===== config.mk =====
export PLATFORM = sky130hd
export DESIGN_NAME = staging_ring_bump_allocator
export DESIGN_NICKNAME = d
export VERILOG_FILES = /design/src/rtl/core/srba_pkg.sv /design/src/rtl/core/srba_ring.sv /design/src/rtl/core/srba_out_reg.sv /design/src/rtl/core/staging_ring_bump_allocator.sv
export SDC_FILE = /design/constraint.sdc
export NUM_CORES = 2
export LEC_CHECK = 0
export ABC_AREA = 1
export BUFFER_PORTS_ARGS = -buffer_cell sky130_fd_sc_hd__buf_4
export CAP_MARGIN = 20
export CORE_ASPECT_RATIO = 0.9
export CORE_MARGIN = 2
export CORE_UTILIZATION = 30
export CTS_CLUSTER_DIAMETER = 120
export DETAILED_ROUTE_END_ITERATION = 6
export SKIP_CTS_REPAIR_TIMING = 1
export SYNTH_ARGS = -nofsm -noshare
export SYNTH_HDL_FRONTEND = slang
export SYNTH_SLANG_ARGS = --single-unit

===== constraint.sdc =====
create_clock -name i_clk -period 7.3 [get_ports i_clk]
set_input_delay 1.46 -clock i_clk [delete_from_list [all_inputs] [get_ports i_clk]]
set_output_delay 1.46 -clock i_clk [all_outputs]
set_load 0.02 [all_outputs]

===== src/rtl/core/srba_pkg.sv =====
// Package: request/response types and codes for the staging ring bump allocator
package srba_pkg;

    // Action codes
    localparam logic [1:0] ACT_ALLOC   = 2'd0;
    localparam logic [1:0] ACT_TAG     = 2'd1;
    localparam logic [1:0] ACT_RECLAIM = 2'd2;

    // Field widths
    localparam int unsigned SIZE_W  = 32;
    localparam int unsigned ALIGN_W = 4;
    localparam int unsigned TL_W    = 64;
    localparam int unsigned OFS_W   = 32;
    localparam int unsigned BIDX_W  = 2;
    localparam int unsigned MASK_W  = 4;

    // Capacity after reset
    localparam logic [OFS_W-1:0] CAPACITY_RESET = 32'd65536;

    typedef struct packed {
        logic [1:0]         action;
        logic [SIZE_W-1:0]  request_size;
        logic [ALIGN_W-1:0] align_log2;
        logic [TL_W-1:0]    timeline;
    } t_req;

    typedef struct packed {
        logic               ok;
        logic [BIDX_W-1:0]  buffer_index;
        logic [OFS_W-1:0]   start_offset;
        logic [MASK_W-1:0]  busy_mask;
    } t_rsp;

endpackage


===== src/rtl/core/srba_ring.sv =====
// Buffer ring state and the single-pass allocate / tag / reclaim logic
module srba_ring #(
    parameter int unsigned BUFFER_COUNT = 4
) (
    input  logic                         i_clk,
    input  logic                         i_rst_n,
    input  logic                         i_fire,
    input  srba_pkg::t_req               i_req,
    input  logic [srba_pkg::OFS_W-1:0]   i_capacity,
    output srba_pkg::t_rsp               o_rsp
);

    localparam int unsigned IDX_W = $clog2(BUFFER_COUNT);
    localparam int unsigned OW    = srba_pkg::OFS_W;
    localparam int unsigned TW    = srba_pkg::TL_W;

    logic [OW-1:0]           r_fill [BUFFER_COUNT];
    logic [TW-1:0]           r_tag  [BUFFER_COUNT];
    logic [BUFFER_COUNT-1:0] r_busy;
    logic [IDX_W-1:0]        r_act;

    logic [OW-1:0]           n_fill [BUFFER_COUNT];
    logic [TW-1:0]           n_tag  [BUFFER_COUNT];
    logic [BUFFER_COUNT-1:0] n_busy;
    logic [IDX_W-1:0]        n_act;

    logic [OW-1:0]           align_mask;
    logic [OW:0]             aligned;
    logic [OW+1:0]           fit_sum;
    logic                    fits;
    logic [IDX_W-1:0]        act_next;
    logic                    ok;
    logic [OW-1:0]           start;
    logic [IDX_W+1:0]        idx_pad;
    logic [BUFFER_COUNT+3:0] mask_pad;

    // Alignment round-up and fit check, all sums kept wide
    always_comb begin
        align_mask = (OW'(1) << i_req.align_log2) - OW'(1);
        aligned    = ({1'b0, r_fill[r_act]} + {1'b0, align_mask}) & ~{1'b0, align_mask};
        fit_sum    = {1'b0, aligned} + {2'b00, i_req.request_size};
        fits       = (fit_sum <= {2'b00, i_capacity});
        act_next   = (r_act == IDX_W'(BUFFER_COUNT - 1)) ? '0 : r_act + IDX_W'(1);
    end

    // Next state and result fields
    always_comb begin
        n_fill = r_fill;
        n_tag  = r_tag;
        n_busy = r_busy;
        n_act  = r_act;
        ok     = 1'b0;
        start  = '0;
        case (i_req.action)
            srba_pkg::ACT_ALLOC: begin
                if (fits) begin
                    ok            = 1'b1;
                    start         = aligned[OW-1:0];
                    n_fill[r_act] = fit_sum[OW-1:0];
                end
            end
            srba_pkg::ACT_TAG: begin
                ok            = 1'b1;
                n_tag[r_act]  = i_req.timeline;
                n_busy[r_act] = 1'b1;
                n_act         = act_next;
            end
            srba_pkg::ACT_RECLAIM: begin
                ok = 1'b1;
                // every buffer compared in parallel
                for (int i = 0; i < BUFFER_COUNT; i++) begin
                    if (r_busy[i] && (i_req.timeline >= r_tag[i])) begin
                        n_fill[i] = '0;
                        n_busy[i] = 1'b0;
                    end
                end
            end
            default: begin
                ok = 1'b0;
            end
        endcase
    end

    // Response, index and mask trimmed to their field widths
    always_comb begin
        idx_pad            = {2'b00, n_act};
        mask_pad           = {4'b0000, n_busy};
        o_rsp.ok           = ok;
        o_rsp.buffer_index = idx_pad[srba_pkg::BIDX_W-1:0];
        o_rsp.start_offset = start;
        o_rsp.busy_mask    = mask_pad[srba_pkg::MASK_W-1:0];
    end

    // State update on each processed request
    always_ff @(posedge i_clk) begin
        if (!i_rst_n) begin
            for (int i = 0; i < BUFFER_COUNT; i++) begin
                r_fill[i] <= '0;
                r_tag[i]  <= '0;
            end
            r_busy <= '0;
            r_act  <= '0;
        end else if (i_fire) begin
            r_fill <= n_fill;
            r_tag  <= n_tag;
            r_busy <= n_busy;
            r_act  <= n_act;
        end
    end

endmodule


===== src/rtl/core/srba_out_reg.sv =====
// Result register: holds a response while the receiver stalls
module srba_out_reg (
    input  logic           i_clk,
    input  logic           i_rst_n,
    input  logic           i_load,
    input  srba_pkg::t_rsp i_rsp,
    input  logic           i_stall,
    output logic           o_can_load,
    output logic           o_valid,
    output srba_pkg::t_rsp o_rsp
);

    logic           r_valid;
    srba_pkg::t_rsp r_rsp;

    // Free when empty or when the held response leaves this cycle
    assign o_can_load = !r_valid || !i_stall;
    assign o_valid    = r_valid;
    assign o_rsp      = r_rsp;

    // Valid flag
    always_ff @(posedge i_clk) begin
        if (!i_rst_n) begin
            r_valid <= 1'b0;
        end else if (o_can_load) begin
            r_valid <= i_load;
        end
    end

    // Payload, no reset
    always_ff @(posedge i_clk) begin
        if (o_can_load && i_load) begin
            r_rsp <= i_rsp;
        end
    end

endmodule


===== src/rtl/core/staging_ring_bump_allocator.sv =====
// Top level of the staging ring bump allocator
//
// Request channel: i_in_valid / i_in_req, stalled by o_in_stall. A request is
// taken at a rising edge with i_in_valid high and o_in_stall low.
// Response channel: o_out_valid / o_out_rsp, stalled by i_out_stall. One
// response is produced for every request, in request order.
// Configuration: i_cfg_we writes i_cfg_wdata to the capacity register at the
// clock edge; write it only while no request is outstanding.
// Path: a request is held in the request register, then the ring logic feeds
// the response register, which drives o_out_valid.
// Throughput: one request per cycle unless stalled; the ring state is updated
// as a request moves into the response register, so the next sees it at once.
// Reset (synchronous, i_rst_n low): all buffers empty and idle, buffer 0
// active, capacity 65536, both registers empty.
// Receiver stall: the response is held; the request register then holds too
// and o_in_stall rises while it is full.
module staging_ring_bump_allocator #(
    parameter int unsigned BUFFER_COUNT = 4
) (
    input  logic                       i_clk,
    input  logic                       i_rst_n,
    input  logic                       i_in_valid,
    input  srba_pkg::t_req             i_in_req,
    output logic                       o_in_stall,
    output logic                       o_out_valid,
    output srba_pkg::t_rsp             o_out_rsp,
    input  logic                       i_out_stall,
    input  logic                       i_cfg_we,
    input  logic [srba_pkg::OFS_W-1:0] i_cfg_wdata
);

    logic                       r_in_valid;
    srba_pkg::t_req             r_in_req;
    logic [srba_pkg::OFS_W-1:0] r_capacity;
    logic                       out_can_load;
    logic                       fire;
    srba_pkg::t_rsp             ring_rsp;

    assign fire       = r_in_valid && out_can_load;
    assign o_in_stall = r_in_valid && !out_can_load;

    // Capacity register
    always_ff @(posedge i_clk) begin
        if (!i_rst_n) begin
            r_capacity <= srba_pkg::CAPACITY_RESET;
        end else if (i_cfg_we) begin
            r_capacity <= i_cfg_wdata;
        end
    end

    // Request register valid
    always_ff @(posedge i_clk) begin
        if (!i_rst_n) begin
            r_in_valid <= 1'b0;
        end else if (!o_in_stall) begin
            r_in_valid <= i_in_valid;
        end
    end

    // Request register payload
    always_ff @(posedge i_clk) begin
        if (!o_in_stall && i_in_valid) begin
            r_in_req <= i_in_req;
        end
    end

    srba_ring #(
        .BUFFER_COUNT (BUFFER_COUNT)
    ) u_ring (
        .i_clk      (i_clk),
        .i_rst_n    (i_rst_n),
        .i_fire     (fire),
        .i_req      (r_in_req),
        .i_capacity (r_capacity),
        .o_rsp      (ring_rsp)
    );

    srba_out_reg u_out (
        .i_clk      (i_clk),
        .i_rst_n    (i_rst_n),
        .i_load     (r_in_valid),
        .i_rsp      (ring_rsp),
        .i_stall    (i_out_stall),
        .o_can_load (out_can_load),
        .o_valid    (o_out_valid),
        .o_rsp      (o_out_rsp)
    );

endmodule


==> qor.yml <==
run_status:
  status: "finished, final reports clean"
floorplan:
  coreArea_mm2: 0.107
  fp.dieW_um: 349
  fp.dieH_um: 315
  rows: 114
  boundaryPins: 180
  initial_core_util: 0.301
  dieArea_mm2: 0.110
routing:
  wire_per_inst_um: 16.5
  drc: 0
  detail_route.iter0.violations: 1879
  ant_nets: 0
  routed_wl_um: 95300
  dr.pass1.iters: 6
  vias_per_cell: 4.85
  dr_total_vias: 28000
pwr:
  total_leakage_power_nw: 15.5
  power.density_mw_per_mm2: 245
  irDropWorstVdd_uv: 160
clocking:
  numCtsBuffers: 68
  clock_sinks: 565
  clk_latency_ns: 0.64
  cts_tree: "yes"
  h-tree-depth: 3
  path_clk_slew_ns: 0.06
  cts_root_buf: "clkbuf_16"
  cts_buffer_depth: 3
layout:
  drive_above_1_share: 0.116
  final_area_mm2: 0.0380
  utilization: 0.355
  nets: 4812
  fin_cells: 5760
  syn2layout_area_growth_pct: 17.9
critical_path:
  rr_worst_depth: 40
  r2r_slack_ns: 0.41
  cp_top_family: "simple AND/OR/NAND/NOR gates"
  arrival_ns: 7.28
  r2r_end: "u_out.o_rsp[10]"
  r2r-start: "r_in_req[64]"
  worstSetupEndpointType: "flip-flop"
  cp_num_buf_inv: 9
  startpoint: "r_in_req[64]"
  cp.required_ns: 7.70
  critPathMaxFanout: 32
  start_kind: "flip-flop"
  worstSetupPathType: "flip-flop to flip-flop"
  slowest_stage: "edfxtp_1"
  max_stage_delay_ns: 0.43
yosys:
  ys_warn_count: 0
  synthCells: 4161
  avgSynthCellArea_um2: 7.74
  ys_ff_latch: 565
  synthTopCellsByCount: "641 x nand2_1, 618 x a21oi_1, 468 x inv_1"
  synth_top_cell_by_area: "dfxtp_1"
  synth.cell_area_mm2: 0.0322
  synth_ff_type: "dfxtp_1"
  synth_most_common_cell: "nand2_1"
  synthTopCellsByArea: "dfxtp_1 26%, ha_1 14%, edfxtp_1 13%"
  async_reset_ff_frac: 0
  yosysSeqAreaShare: 0.395
  netlist.area_leader.share: 0.263
  synth_edf_count: 141
  synth.distinct_cells: 51
sta:
  maxSlewViolCount: 0
  final.setup.worst_slack_ns: 0.414
  max-slew-margin-rel: 0.256
  fmax_mhz: 145
  min_period_ns: 6.89
  worst_pin_slew_ns: 1.11
  fin_crit_sh: 0.943
  hold_violations: 0
  finalClockSkew_ns: 0.0391
  setup_violations: 0
  hold_ws_ns: 0.454
  grt_setup_unrepaired: "true"
min_path:
  hp-start: "u_ring.r_tag[112]"
  min_to: "u_ring.r_tag[112]"
  hold_path.class: "flip-flop to flip-flop"
  hold_depth: 2
placed_design:
  hpwl_um: 67000
  io_buffers: 179
  place_inst: 5617
  pre_cts_ws_ns: 0.0679
  postPlaceCellArea_mm2: 0.0351
  gp_congestion: 0.948
global_route:
  grt_pass1_wl_um: 147000
  antenna_found_initial: 4
  grt_max_degree: 173
  gr-total-overflow: 0
  grt-busiest-layer: "met2"
  grtUsageMet3: 0.0268
  grtUsageMet2: 0.253
  grt_pass1_vias: 25900
  grt_use_total: 0.169
  grt_use_met1: 0.248
job:
  drv_cap: 0
[worst reg2reg max path: cells and delay by family (launching register included)]
kind	cells	cell delay (ns)
simple gates	23	3.23
xor+xnor	3	0.76
fa+ha+maj	4	1.09
buf+inv	9	0.98
flops	1	0.43
compound gates	1	0.16
[power by group]
| group | internal [W] | total [W] | switching [W] |
|---|---|---|---|
| Sequential | 0.00332 | 0.00340 | 0.0000845 |
| Combinational | 0.000890 | 0.00249 | 0.00160 |
| Clock | 0.00194 | 0.00339 | 0.00145 |
[logic make-up after synthesis]
| kind of cell | Yosys count | synth area share |
|---|---|---|
| buffers and inverters | 675 | 0.0871 |
| xor gates and xnor gates | 45 | 0.0122 |
| other | 1 | 0.000116 |
| DFF | 565 | 0.395 |
| adders and majority gates | 360 | 0.140 |
| and+or+nand+nor | 1353 | 0.178 |
| AOI/OAI and AO/OA | 1162 | 0.187 |
[state kept, by name, summed over array words and instances (netlist names)]
name,count
r_in_req,102
u_out.o_valid,1
r_in_valid,1
u_out.o_rsp,39
u_ring.r_tag,256
r_capacity,32
u_ring.r_busy,4
u_ring.r_act,2
u_ring.r_fill,128
[area by class of cell]
class / instances / area (um2)
clock inverter: 33 / 347
sequential: 565 / 12700
fill: 11200 / 69000
timing repair buffer: 271 / 2310
inverter: 475 / 1790
clock buffer: 91 / 1900
antenna: 1 / 2.50
tap: 1392 / 1740
multi-input combinational: 2932 / 17200
[metal layers]
metal	vias up	part of all wire
li1	14300	-
met1	12800	0.49
met2	729	0.42
met3	110	0.063
met4	0	0.023
met5	-	0
[how the worst max path moves through the flow]
stage	to	slack, ns	cells past startpoint
5_1_grt	u_out.o_rsp[15]	-0.08	45
3_5_place_dp	u_ring.r_fill[96]	0.07	44
6_report	u_out.o_rsp[10]	0.41	40
2_1_floorplan	u_ring.r_fill[103]	1.28	46
3_3_place_gp	u_ring.r_fill[96]	-0.03	45
4_1_cts	u_ring.r_fill[9]	0.02	43
[stage by stage]
step                setup TNS [ns]  total power (W)
CTS                              0          0.00916
detailed placement               0          0.00574
global route                 -1.10          0.00977
floorplan                        0          0.00491
finish                           0          0.00929
global placement           -0.0294          0.00572
[layout by cell type (no fill, tap or decap), types with 7 or more instances in the layout]
cell type  count
nand2_1      632
a21oi_1      603
inv_1        467
o21ai_0      439
dfxtp_1      423
nor2_1       368
ha_1         353
buf_4        253
nand3_1      193
edfxtp_1     141
clkbuf_16     74
nor3_1        38
nand4_1       29
nand3_2       28
o22ai_1       28
a21oi_2       24
xor2_1        21
nor4_1        12
xnor2_1       12
clkbuf_1      12
xor2_2        11
clkbuf_8      11
o21a_1         9
o21bai_1       9
a21o_1         9
and2_1         9
conb_1         9
clkinv_2       9
o211ai_1       8
nor3_2         8
nand2_2        8
nand2_4        7
Power figures use the tool's default switching activity.
